<file path="src/rtl/dtdc_pkg.sv">
// shared types, constants and calendar tables for the date text parser
`default_nettype none

package dtdc_pkg;

  // characters in one full date and time field, MM/DD/YY HH:MM:SS
  localparam int unsigned TEXT_FIELD_CHARS = 17;
  localparam int unsigned POS_W            = 5;
  localparam int unsigned DIGITS           = 12;
  localparam int unsigned DIGIT_IDX_W      = 4;

  // character codes
  localparam logic [7:0] CHAR_SPACE = 8'h20;
  localparam logic [7:0] CHAR_TAB   = 8'h09;
  localparam logic [7:0] CHAR_CR    = 8'h0D;
  localparam logic [7:0] CHAR_LF    = 8'h0A;
  localparam logic [7:0] CHAR_NUL   = 8'h00;
  localparam logic [7:0] CHAR_SLASH = 8'h2F;
  localparam logic [7:0] CHAR_COLON = 8'h3A;
  localparam logic [7:0] CHAR_ZERO  = 8'h30;
  localparam logic [7:0] CHAR_NINE  = 8'h39;

  // separator positions within the field
  localparam logic [POS_W-1:0] POS_SLASH_A = 5'd2;
  localparam logic [POS_W-1:0] POS_SLASH_B = 5'd5;
  localparam logic [POS_W-1:0] POS_SPACE   = 5'd8;
  localparam logic [POS_W-1:0] POS_COLON_A = 5'd11;
  localparam logic [POS_W-1:0] POS_COLON_B = 5'd14;

  // calendar constants: years 2000..2099 counted from 1978-01-01
  localparam logic [6:0]  YEARS_TO_2000  = 7'd22;
  localparam logic [16:0] LEAPS_TO_2000  = 17'd5;
  localparam logic [16:0] DAYS_PER_YEAR  = 17'd365;
  localparam logic [6:0]  MAX_HOUR       = 7'd23;
  localparam logic [6:0]  MAX_MIN_SEC    = 7'd59;
  localparam logic [15:0] MAX_DAY_COUNT  = 16'd44559;

  typedef struct packed {
    logic [7:0] char_in;
    logic       end_of_text;
  } dtdc_req_t;

  typedef struct packed {
    logic        status;
    logic [15:0] day_count;
    logic [4:0]  hour_out;
    logic [5:0]  minute_out;
    logic [5:0]  second_out;
  } dtdc_res_t;

  // field position to digit slot; separators are never stored
  function automatic logic [DIGIT_IDX_W-1:0] digit_index(input logic [POS_W-1:0] pos);
    logic [DIGIT_IDX_W-1:0] idx;
    begin
      case (pos)
        5'd0:    idx = 4'd0;
        5'd1:    idx = 4'd1;
        5'd3:    idx = 4'd2;
        5'd4:    idx = 4'd3;
        5'd6:    idx = 4'd4;
        5'd7:    idx = 4'd5;
        5'd9:    idx = 4'd6;
        5'd10:   idx = 4'd7;
        5'd12:   idx = 4'd8;
        5'd13:   idx = 4'd9;
        5'd15:   idx = 4'd10;
        5'd16:   idx = 4'd11;
        default: idx = 4'd0;
      endcase
      return idx;
    end
  endfunction

  // days in the year before the first of the month, non-leap
  function automatic logic [8:0] days_before_month(input logic [3:0] month);
    logic [8:0] d;
    begin
      case (month)
        4'd1:    d = 9'd0;
        4'd2:    d = 9'd31;
        4'd3:    d = 9'd59;
        4'd4:    d = 9'd90;
        4'd5:    d = 9'd120;
        4'd6:    d = 9'd151;
        4'd7:    d = 9'd181;
        4'd8:    d = 9'd212;
        4'd9:    d = 9'd243;
        4'd10:   d = 9'd273;
        4'd11:   d = 9'd304;
        4'd12:   d = 9'd334;
        default: d = 9'd0;
      endcase
      return d;
    end
  endfunction

  // days in the month, non-leap
  function automatic logic [4:0] month_length(input logic [3:0] month);
    logic [4:0] d;
    begin
      case (month)
        4'd2:                      d = 5'd28;
        4'd4, 4'd6, 4'd9, 4'd11:   d = 5'd30;
        default:                   d = 5'd31;
      endcase
      return d;
    end
  endfunction

endpackage

`default_nettype wire

</file>
<file path="src/rtl/date_text_to_day_count.sv">
// date and time text parser producing a day count since 1978-01-01
`default_nettype none

// Takes one text character per request and, on the request marked
// end_of_text, returns one result: status, days since 1978-01-01 for year
// 2000+YY, and hour, minute and second. Leading blanks are skipped, up to
// 17 characters MM/DD/YY HH:MM:SS are collected, and CR, LF or NUL stops
// collection early. A new request is taken every cycle unless an
// end-marked request waits as described below. The result passes from the
// request register, where the character is parsed, through the snapshot
// register, where the calendar arithmetic runs, to the result register.
// Requests without the end mark keep flowing while a result waits; an
// end-marked request waits only while both the snapshot and the result
// registers are full and res_ready is low.
module date_text_to_day_count
  import dtdc_pkg::*;
(
  input  wire logic      clk,
  input  wire logic      rst,
  input  wire logic      req_valid,
  output logic           req_ready,
  input  wire dtdc_req_t req,
  output logic           res_valid,
  input  wire logic      res_ready,
  output dtdc_res_t      res
);

  // request register
  logic      a_valid;
  dtdc_req_t a_req;

  // parse state
  logic [POS_W-1:0] char_position, char_position_next;
  logic             skipping_blanks, skipping_blanks_next;
  logic             collection_stopped, collection_stopped_next;
  logic             format_bad, format_bad_next;
  logic [3:0]       digit_store [DIGITS];
  logic [3:0]       digit_store_next [DIGITS];

  // snapshot register
  logic       b_valid;
  logic       b_ok;
  logic [3:0] b_digits [DIGITS];

  // handshake between stages
  logic res_free, b_free, b_move, a_move;

  assign res_free  = !res_valid || res_ready;
  assign b_move    = b_valid && res_free;
  assign b_free    = !b_valid || res_free;
  assign a_move    = a_valid && (!a_req.end_of_text || b_free);
  assign req_ready = !a_valid || a_move;

  // request register load
  always_ff @(posedge clk) begin
    if (rst) begin
      a_valid <= 1'b0;
    end else if (req_ready) begin
      a_valid <= req_valid;
    end
  end

  always_ff @(posedge clk) begin
    if (req_ready && req_valid) begin
      a_req <= req;
    end
  end

  // character parse
  always_comb begin
    logic [7:0] c;
    c                       = a_req.char_in;
    char_position_next      = char_position;
    skipping_blanks_next    = skipping_blanks;
    collection_stopped_next = collection_stopped;
    format_bad_next         = format_bad;
    digit_store_next        = digit_store;
    if (!(skipping_blanks && (c == CHAR_SPACE || c == CHAR_TAB))) begin
      skipping_blanks_next = 1'b0;
      if (!collection_stopped && (char_position < POS_W'(TEXT_FIELD_CHARS))) begin
        if (c inside {CHAR_CR, CHAR_LF, CHAR_NUL}) begin
          collection_stopped_next = 1'b1;
        end else begin
          if (char_position inside {POS_SLASH_A, POS_SLASH_B}) begin
            if (c != CHAR_SLASH) format_bad_next = 1'b1;
          end else if (char_position == POS_SPACE) begin
            if (c != CHAR_SPACE) format_bad_next = 1'b1;
          end else if (char_position inside {POS_COLON_A, POS_COLON_B}) begin
            if (c != CHAR_COLON) format_bad_next = 1'b1;
          end else if (c < CHAR_ZERO || c > CHAR_NINE) begin
            format_bad_next = 1'b1;
          end else begin
            digit_store_next[digit_index(char_position)] = c[3:0];
          end
          char_position_next = char_position + POS_W'(1);
        end
      end
    end
  end

  // parse state update, cleared after each end-marked request
  always_ff @(posedge clk) begin
    if (rst) begin
      char_position      <= '0;
      skipping_blanks    <= 1'b1;
      collection_stopped <= 1'b0;
      format_bad         <= 1'b0;
    end else if (a_move) begin
      if (a_req.end_of_text) begin
        char_position      <= '0;
        skipping_blanks    <= 1'b1;
        collection_stopped <= 1'b0;
        format_bad         <= 1'b0;
      end else begin
        char_position      <= char_position_next;
        skipping_blanks    <= skipping_blanks_next;
        collection_stopped <= collection_stopped_next;
        format_bad         <= format_bad_next;
      end
    end
  end

  always_ff @(posedge clk) begin
    if (a_move) begin
      digit_store <= digit_store_next;
    end
  end

  // snapshot of a finished text
  always_ff @(posedge clk) begin
    if (rst) begin
      b_valid <= 1'b0;
    end else if (b_free) begin
      b_valid <= a_valid && a_req.end_of_text;
    end
  end

  always_ff @(posedge clk) begin
    if (b_free && a_valid && a_req.end_of_text) begin
      b_ok     <= (char_position_next >= POS_W'(TEXT_FIELD_CHARS)) && !format_bad_next;
      b_digits <= digit_store_next;
    end
  end

  // range checks and day count
  dtdc_res_t res_next;

  always_comb begin
    logic [6:0]  mo, da, yr, hh, mi, ss;
    logic        leap;
    logic [4:0]  dim;
    logic [16:0] days;
    mo   = 7'(b_digits[0]) * 7'd10 + 7'(b_digits[1]);
    da   = 7'(b_digits[2]) * 7'd10 + 7'(b_digits[3]);
    yr   = 7'(b_digits[4]) * 7'd10 + 7'(b_digits[5]);
    hh   = 7'(b_digits[6]) * 7'd10 + 7'(b_digits[7]);
    mi   = 7'(b_digits[8]) * 7'd10 + 7'(b_digits[9]);
    ss   = 7'(b_digits[10]) * 7'd10 + 7'(b_digits[11]);
    // every year 2000..2099 divisible by four is leap
    leap = (yr[1:0] == 2'b00);
    dim  = month_length(mo[3:0]);
    if (mo == 7'd2 && leap) dim = 5'd29;
    // leap days from 2000 through the year before: ceil(yr / 4)
    days = DAYS_PER_YEAR * 17'(yr + YEARS_TO_2000)
         + LEAPS_TO_2000
         + 17'((8'(yr) + 8'd3) >> 2)
         + 17'(days_before_month(mo[3:0]))
         + 17'((mo > 7'd2 && leap) ? 1'b1 : 1'b0)
         + 17'(da) - 17'd1;
    res_next = '0;
    res_next.status = 1'b1;
    if (b_ok && mo >= 7'd1 && mo <= 7'd12 && da >= 7'd1 && hh <= MAX_HOUR &&
        mi <= MAX_MIN_SEC && ss <= MAX_MIN_SEC && da <= 7'(dim)) begin
      res_next.status     = 1'b0;
      res_next.day_count  = days[15:0];
      res_next.hour_out   = hh[4:0];
      res_next.minute_out = mi[5:0];
      res_next.second_out = ss[5:0];
    end
  end

  // result register
  always_ff @(posedge clk) begin
    if (rst) begin
      res_valid <= 1'b0;
    end else if (res_free) begin
      res_valid <= b_valid;
    end
  end

  always_ff @(posedge clk) begin
    if (b_move) begin
      res <= res_next;
    end
  end

endmodule

`default_nettype wire

</file>
<file path="config.mk">
export PLATFORM = sky130hd
export DESIGN_NAME = date_text_to_day_count
export DESIGN_NICKNAME = d
export VERILOG_FILES = /design/src/rtl/dtdc_pkg.sv /design/src/rtl/date_text_to_day_count.sv
export SDC_FILE = /design/constraint.sdc
export NUM_CORES = 1
export LEC_CHECK = 0
export BUFFER_PORTS_ARGS = -buffer_cell sky130_fd_sc_hd__buf_2
export CAP_MARGIN = 15
export CORE_MARGIN = 4
export CORE_UTILIZATION = 50
export CTS_BUF_LIST = sky130_fd_sc_hd__clkbuf_16
export DETAILED_ROUTE_END_ITERATION = 16
export PLACE_DENSITY = 0.67
export SLEW_MARGIN = 20
export SYNTH_ARGS = -nofsm -noshare
export SYNTH_HDL_FRONTEND = slang
export SYNTH_SLANG_ARGS = --single-unit
export TNS_END_PERCENT = 100
</file>
<file path="constraint.sdc">
create_clock -name clk -period 16.65 [get_ports clk]
set_clock_uncertainty 0.2 [all_clocks]
set_input_delay 2.4975 -clock clk [delete_from_list [all_inputs] [get_ports clk]]
set_output_delay 2.4975 -clock clk [all_outputs]
set_load 0.02 [all_outputs]
</file>
==> metrics <==
result of the run=finished, final reports clean; worst flop-to-flop path endpoint=res[32]; arrival time worst endpoint=6610 ps; period utilization=39.9%; yosys synthesis warning count=0; Hold Vio Cnt, Final=0; die footprint=22800 um^2; startpoint of the lowest-slack hold path=skipping_blanks; highest net fanout along the worst path=6; relative max-transition margin=34.4%; kind of critical path=register to register; slowest library cell on the worst path=sky130_fd_sc_hd__fa_1; Setup crit start kind=register; leakage dissipation=4.62 nW; Boundary Pins=49; floorplan core area=20200 um^2; top_reg_cell synth=sky130_fd_sc_hd__edfxtp_1; setup total negative slack=0 ps; Worst path max stage delay=530 ps; Vias/cell=5.23; Synth Net Count=1046; First DRT Iteration DRCs=366; Chip Height=151 um; worst-case register-to-register setup slack=10000 ps; layout filler cell count=1675; minimum setup slack after placement=10000 ps; worst reg-to-reg path cell count=22; total number of clock tree sinks=155; number of buffers inserted by hold repair at cts=0; clock tree from TritonCTS=built; detailed-route DRC error count=0; Mapped Area=10200 um^2; worst supply voltage drop on vdd=170 uV; endpoint of the worst hold path=skipping_blanks; count of vias placed by the detailed router=6265; number of setup buffers added after CTS=0; Tot GR Track Use=17.1%; setup-violating endpoint count in the final report=0; initial antenna violation count=0; kind of capture point of the worst setup path=register; number of enable flip-flop cells after synthesis=140; worst endpoint required time=16620 ps; horizontal die dimension=151 um; buffers added on ports=48; Avg Synthesized Cell Area=11.9 um^2; vias in the first global route=6322; Max Buffers Root-to-Sink=2; Netlist cell types=67; total met2 wirelength after detailed routing=8790 um; Net count, final=1097; H-tree lvl count=4; clock transition at the register clock pins on the worst setup and hold paths after CTS=70 ps; total routed wirelength=18300 um; global-route wire length before repair=31000 um; power density over the cells=164 nW/um^2; hpwl dp=13900 um; total power of the final layout=0.00186 W; sequential-to-total area share from yosys stat=44.0%; area overhead of the layout relative to synthesis=10.8%; final-layout worst hold slack=272 ps; highest metal used=met4; root buffer selected by CTS=sky130_fd_sc_hd__clkbuf_16; fraction of synthesis flops using an asynchronous set or reset pin=0%; setup repair after global routing missed its margin=false; layout cell share with drive strength beyond 1=14.2%; minimum period implied by the final worst setup slack=6650 ps; Min-Delay Path Depth=2; number of iterations in the first detailed-routing pass=5; last weighted congestion value of the routability-driven placer=0.872; worst flop-to-flop path startpoint=b_digits[30]; total global routing overflow=0; pin count of the biggest net entering global routing=50; cells traversed along the worst timing path=ha_1 -> ha_1 -> xor2_1 -> o21ai_0 -> xnor2_1 -> ha_1 -> inv_1 -> fa_1 -> fa_1 -> inv_1 -> fa_1 -> inv_1 -> fa_1 -> inv_1 -> ha_1 -> or3_1 -> o21ai_0 -> nor2_1 -> a211o_1 -> o211ai_1 -> xnor2_1 -> nor2_1; flip-flop and latch count after synthesis=155; maxcap violations=0; number of gates given a new drive strength after cts=0; antenna diode count=0; Antenna Nets Post-Route=0; Achievable Freq=150 MHz; routed metal-1 wirelength=8660 um; final number of max-transition violations=0; Worst Hold Class=register to register; placement row count=52; number of buffers added by the clock tree synthesis step=17; crit path setup slack, layout=10000 ps; transition time at the pin with the least slew margin=980 ps; met3 routed WL=644 um; clock latency at the later pin of the worst-skew pair=430 ps; synthesized instance count=864; Initial Util=50.8%; Wirelength per Cell=15.3 um
## cell usage in the layout (no fill, tap or decap), types with 3 or more instances in the layout
master,Yosys,layout
sky130_fd_sc_hd__a211oi_1,3,3
sky130_fd_sc_hd__a21o_1,12,12
sky130_fd_sc_hd__a21oi_1,32,32
sky130_fd_sc_hd__a22oi_1,3,3
sky130_fd_sc_hd__a31oi_1,4,4
sky130_fd_sc_hd__and3_1,4,4
sky130_fd_sc_hd__buf_2,6,48
sky130_fd_sc_hd__buf_4,1,3
sky130_fd_sc_hd__clkbuf_16,0,17
sky130_fd_sc_hd__clkinv_1,0,3
sky130_fd_sc_hd__clkinvlp_4,0,3
sky130_fd_sc_hd__dfxtp_1,15,15
sky130_fd_sc_hd__edfxtp_1,140,140
sky130_fd_sc_hd__fa_1,52,52
sky130_fd_sc_hd__ha_1,117,117
sky130_fd_sc_hd__inv_1,104,104
sky130_fd_sc_hd__inv_6,0,4
sky130_fd_sc_hd__mux2_2,41,41
sky130_fd_sc_hd__mux2i_1,6,6
sky130_fd_sc_hd__nand2_1,50,50
sky130_fd_sc_hd__nand3_1,15,15
sky130_fd_sc_hd__nand3b_1,4,4
sky130_fd_sc_hd__nand4_1,4,4
sky130_fd_sc_hd__nor2_1,63,63
sky130_fd_sc_hd__nor2b_1,11,11
sky130_fd_sc_hd__nor3_1,11,11
sky130_fd_sc_hd__nor3b_1,4,4
sky130_fd_sc_hd__nor4_1,3,3
sky130_fd_sc_hd__o2111ai_1,4,4
sky130_fd_sc_hd__o21a_1,3,3
sky130_fd_sc_hd__o21ai_0,31,31
sky130_fd_sc_hd__o31ai_1,4,4
sky130_fd_sc_hd__or3_1,8,8
sky130_fd_sc_hd__xnor2_1,27,27
sky130_fd_sc_hd__xor2_1,25,25
## where the power goes
part	total, W	internal [W]	switching, W
combinational	0.00105	0.000461	0.000593
sequential	0.000443	0.000433	0.00000965
clock	0.000362	0.000205	0.000157
total	0.00186	0.00110	0.000759
## cell type report
| type | count | area [um^2] | share of cell area (%) |
|---|---|---|---|
| inverters | 104 | 392 | 3.45 |
| well taps | 270 | 338 | 2.98 |
| repair buffers | 52 | 290 | 2.56 |
| clock buffers | 17 | 425 | 3.75 |
| clock inverters | 15 | 125 | 1.10 |
| multi-input cells | 585 | 5280 | 46.5 |
| flip-flops and latches | 155 | 4500 | 39.7 |
## critical path: cells and delay by family (launching register included)
| family | cells | cell delay [ps] |
|---|---|---|
| and+or+nand+nor | 3 | 490 |
| buffers and inverters | 4 | 220 |
| adders and majority gates | 8 | 3270 |
| xor gates and xnor gates | 3 | 960 |
| AOI/OAI and AO/OA | 4 | 790 |
| DFF | 1 | 430 |
## state kept, by name, summed over array words and instances, names as in the netlist, named ones only
| name | count |
|---|---|
| res | 34 |
| res_valid | 1 |
| format_bad | 1 |
| digit_store | 48 |
| skipping_blanks | 1 |
| a_req | 9 |
| b_valid | 1 |
| b_digits | 48 |
| collection_stopped | 1 |
| a_valid | 1 |
| char_position | 5 |
| b_ok | 1 |
## how the worst max path moves through the flow
stage / from / endpoint / slack (ps) / cells past startpoint
final: b_digits[30] / res[32] / 10000 / 22
after global routing: b_digits[30] / res[32] / 9530 / 22
after CTS: b_digits[29] / res[32] / 10000 / 23
after detailed placement: b_digits[29] / res[32] / 10000 / 23
after global placement: b_digits[29] / res[32] / 10120 / 23
after floorplan: b_digits[29] / res[32] / 10350 / 23
## cells in the mapped netlist, types with 3 or more instances
library cell                number  share of area [%]
sky130_fd_sc_hd__and3_1          4               0.24
sky130_fd_sc_hd__nand3b_1        4               0.29
sky130_fd_sc_hd__a211oi_1        3               0.22
sky130_fd_sc_hd__a21oi_1        32                1.6
sky130_fd_sc_hd__o21ai_0        31                1.5
sky130_fd_sc_hd__nor2_1         63                2.3
sky130_fd_sc_hd__nand4_1         4               0.24
sky130_fd_sc_hd__o2111ai_1       4               0.34
sky130_fd_sc_hd__or3_1           8               0.49
sky130_fd_sc_hd__buf_2           6               0.29
sky130_fd_sc_hd__mux2_2         41                4.5
sky130_fd_sc_hd__nor3b_1         4               0.29
sky130_fd_sc_hd__xnor2_1        27                2.3
sky130_fd_sc_hd__o31ai_1         4               0.29
sky130_fd_sc_hd__nor3_1         11               0.54
sky130_fd_sc_hd__ha_1          117                 14
sky130_fd_sc_hd__inv_1         104                3.8
sky130_fd_sc_hd__clkbuf_1       13               0.48
sky130_fd_sc_hd__o21a_1          3               0.22
sky130_fd_sc_hd__fa_1           52                 10
sky130_fd_sc_hd__nor2b_1        11               0.67
sky130_fd_sc_hd__nand3_1        15               0.73
sky130_fd_sc_hd__edfxtp_1      140                 41
sky130_fd_sc_hd__mux2i_1         6               0.59
sky130_fd_sc_hd__nand2_1        50                1.8
sky130_fd_sc_hd__a31oi_1         4               0.24
sky130_fd_sc_hd__a22oi_1         3               0.22
sky130_fd_sc_hd__dfxtp_1        15                2.9
sky130_fd_sc_hd__xor2_1         25                2.1
sky130_fd_sc_hd__nor4_1          3               0.18
sky130_fd_sc_hd__a21o_1         12               0.88
## metal layers
metal	track usage, %	vias up
li1	-	3151
met1	23.1	2979
met2	28.5	116
met3	3.41	19
met4	4.53	0
met5	0	-
## cell families after synthesis
group,Yosys count,share of synthesized area (%)
AOI/OAI and AO/OA,121,7.73
xor gates and xnor gates,52,4.45
DFF,155,44.0
muxes,49,5.53
buffers and inverters,124,4.65
and+or+nand+nor,194,9.23
adders and majority gates,169,24.4
## stage by stage
stage / utilization [%] / cell area, um^2 / std cells
final: 56.3 / 11400 / 1198
after global routing: 56.3 / 11400 / 1198
after CTS: 56.1 / 11300 / 1197
after detailed placement: 53.4 / 10800 / 1165
after global placement: 53.4 / 10800 / 1165
after floorplan: - / 10200 / 864
(Power assumes the default switching activity.)
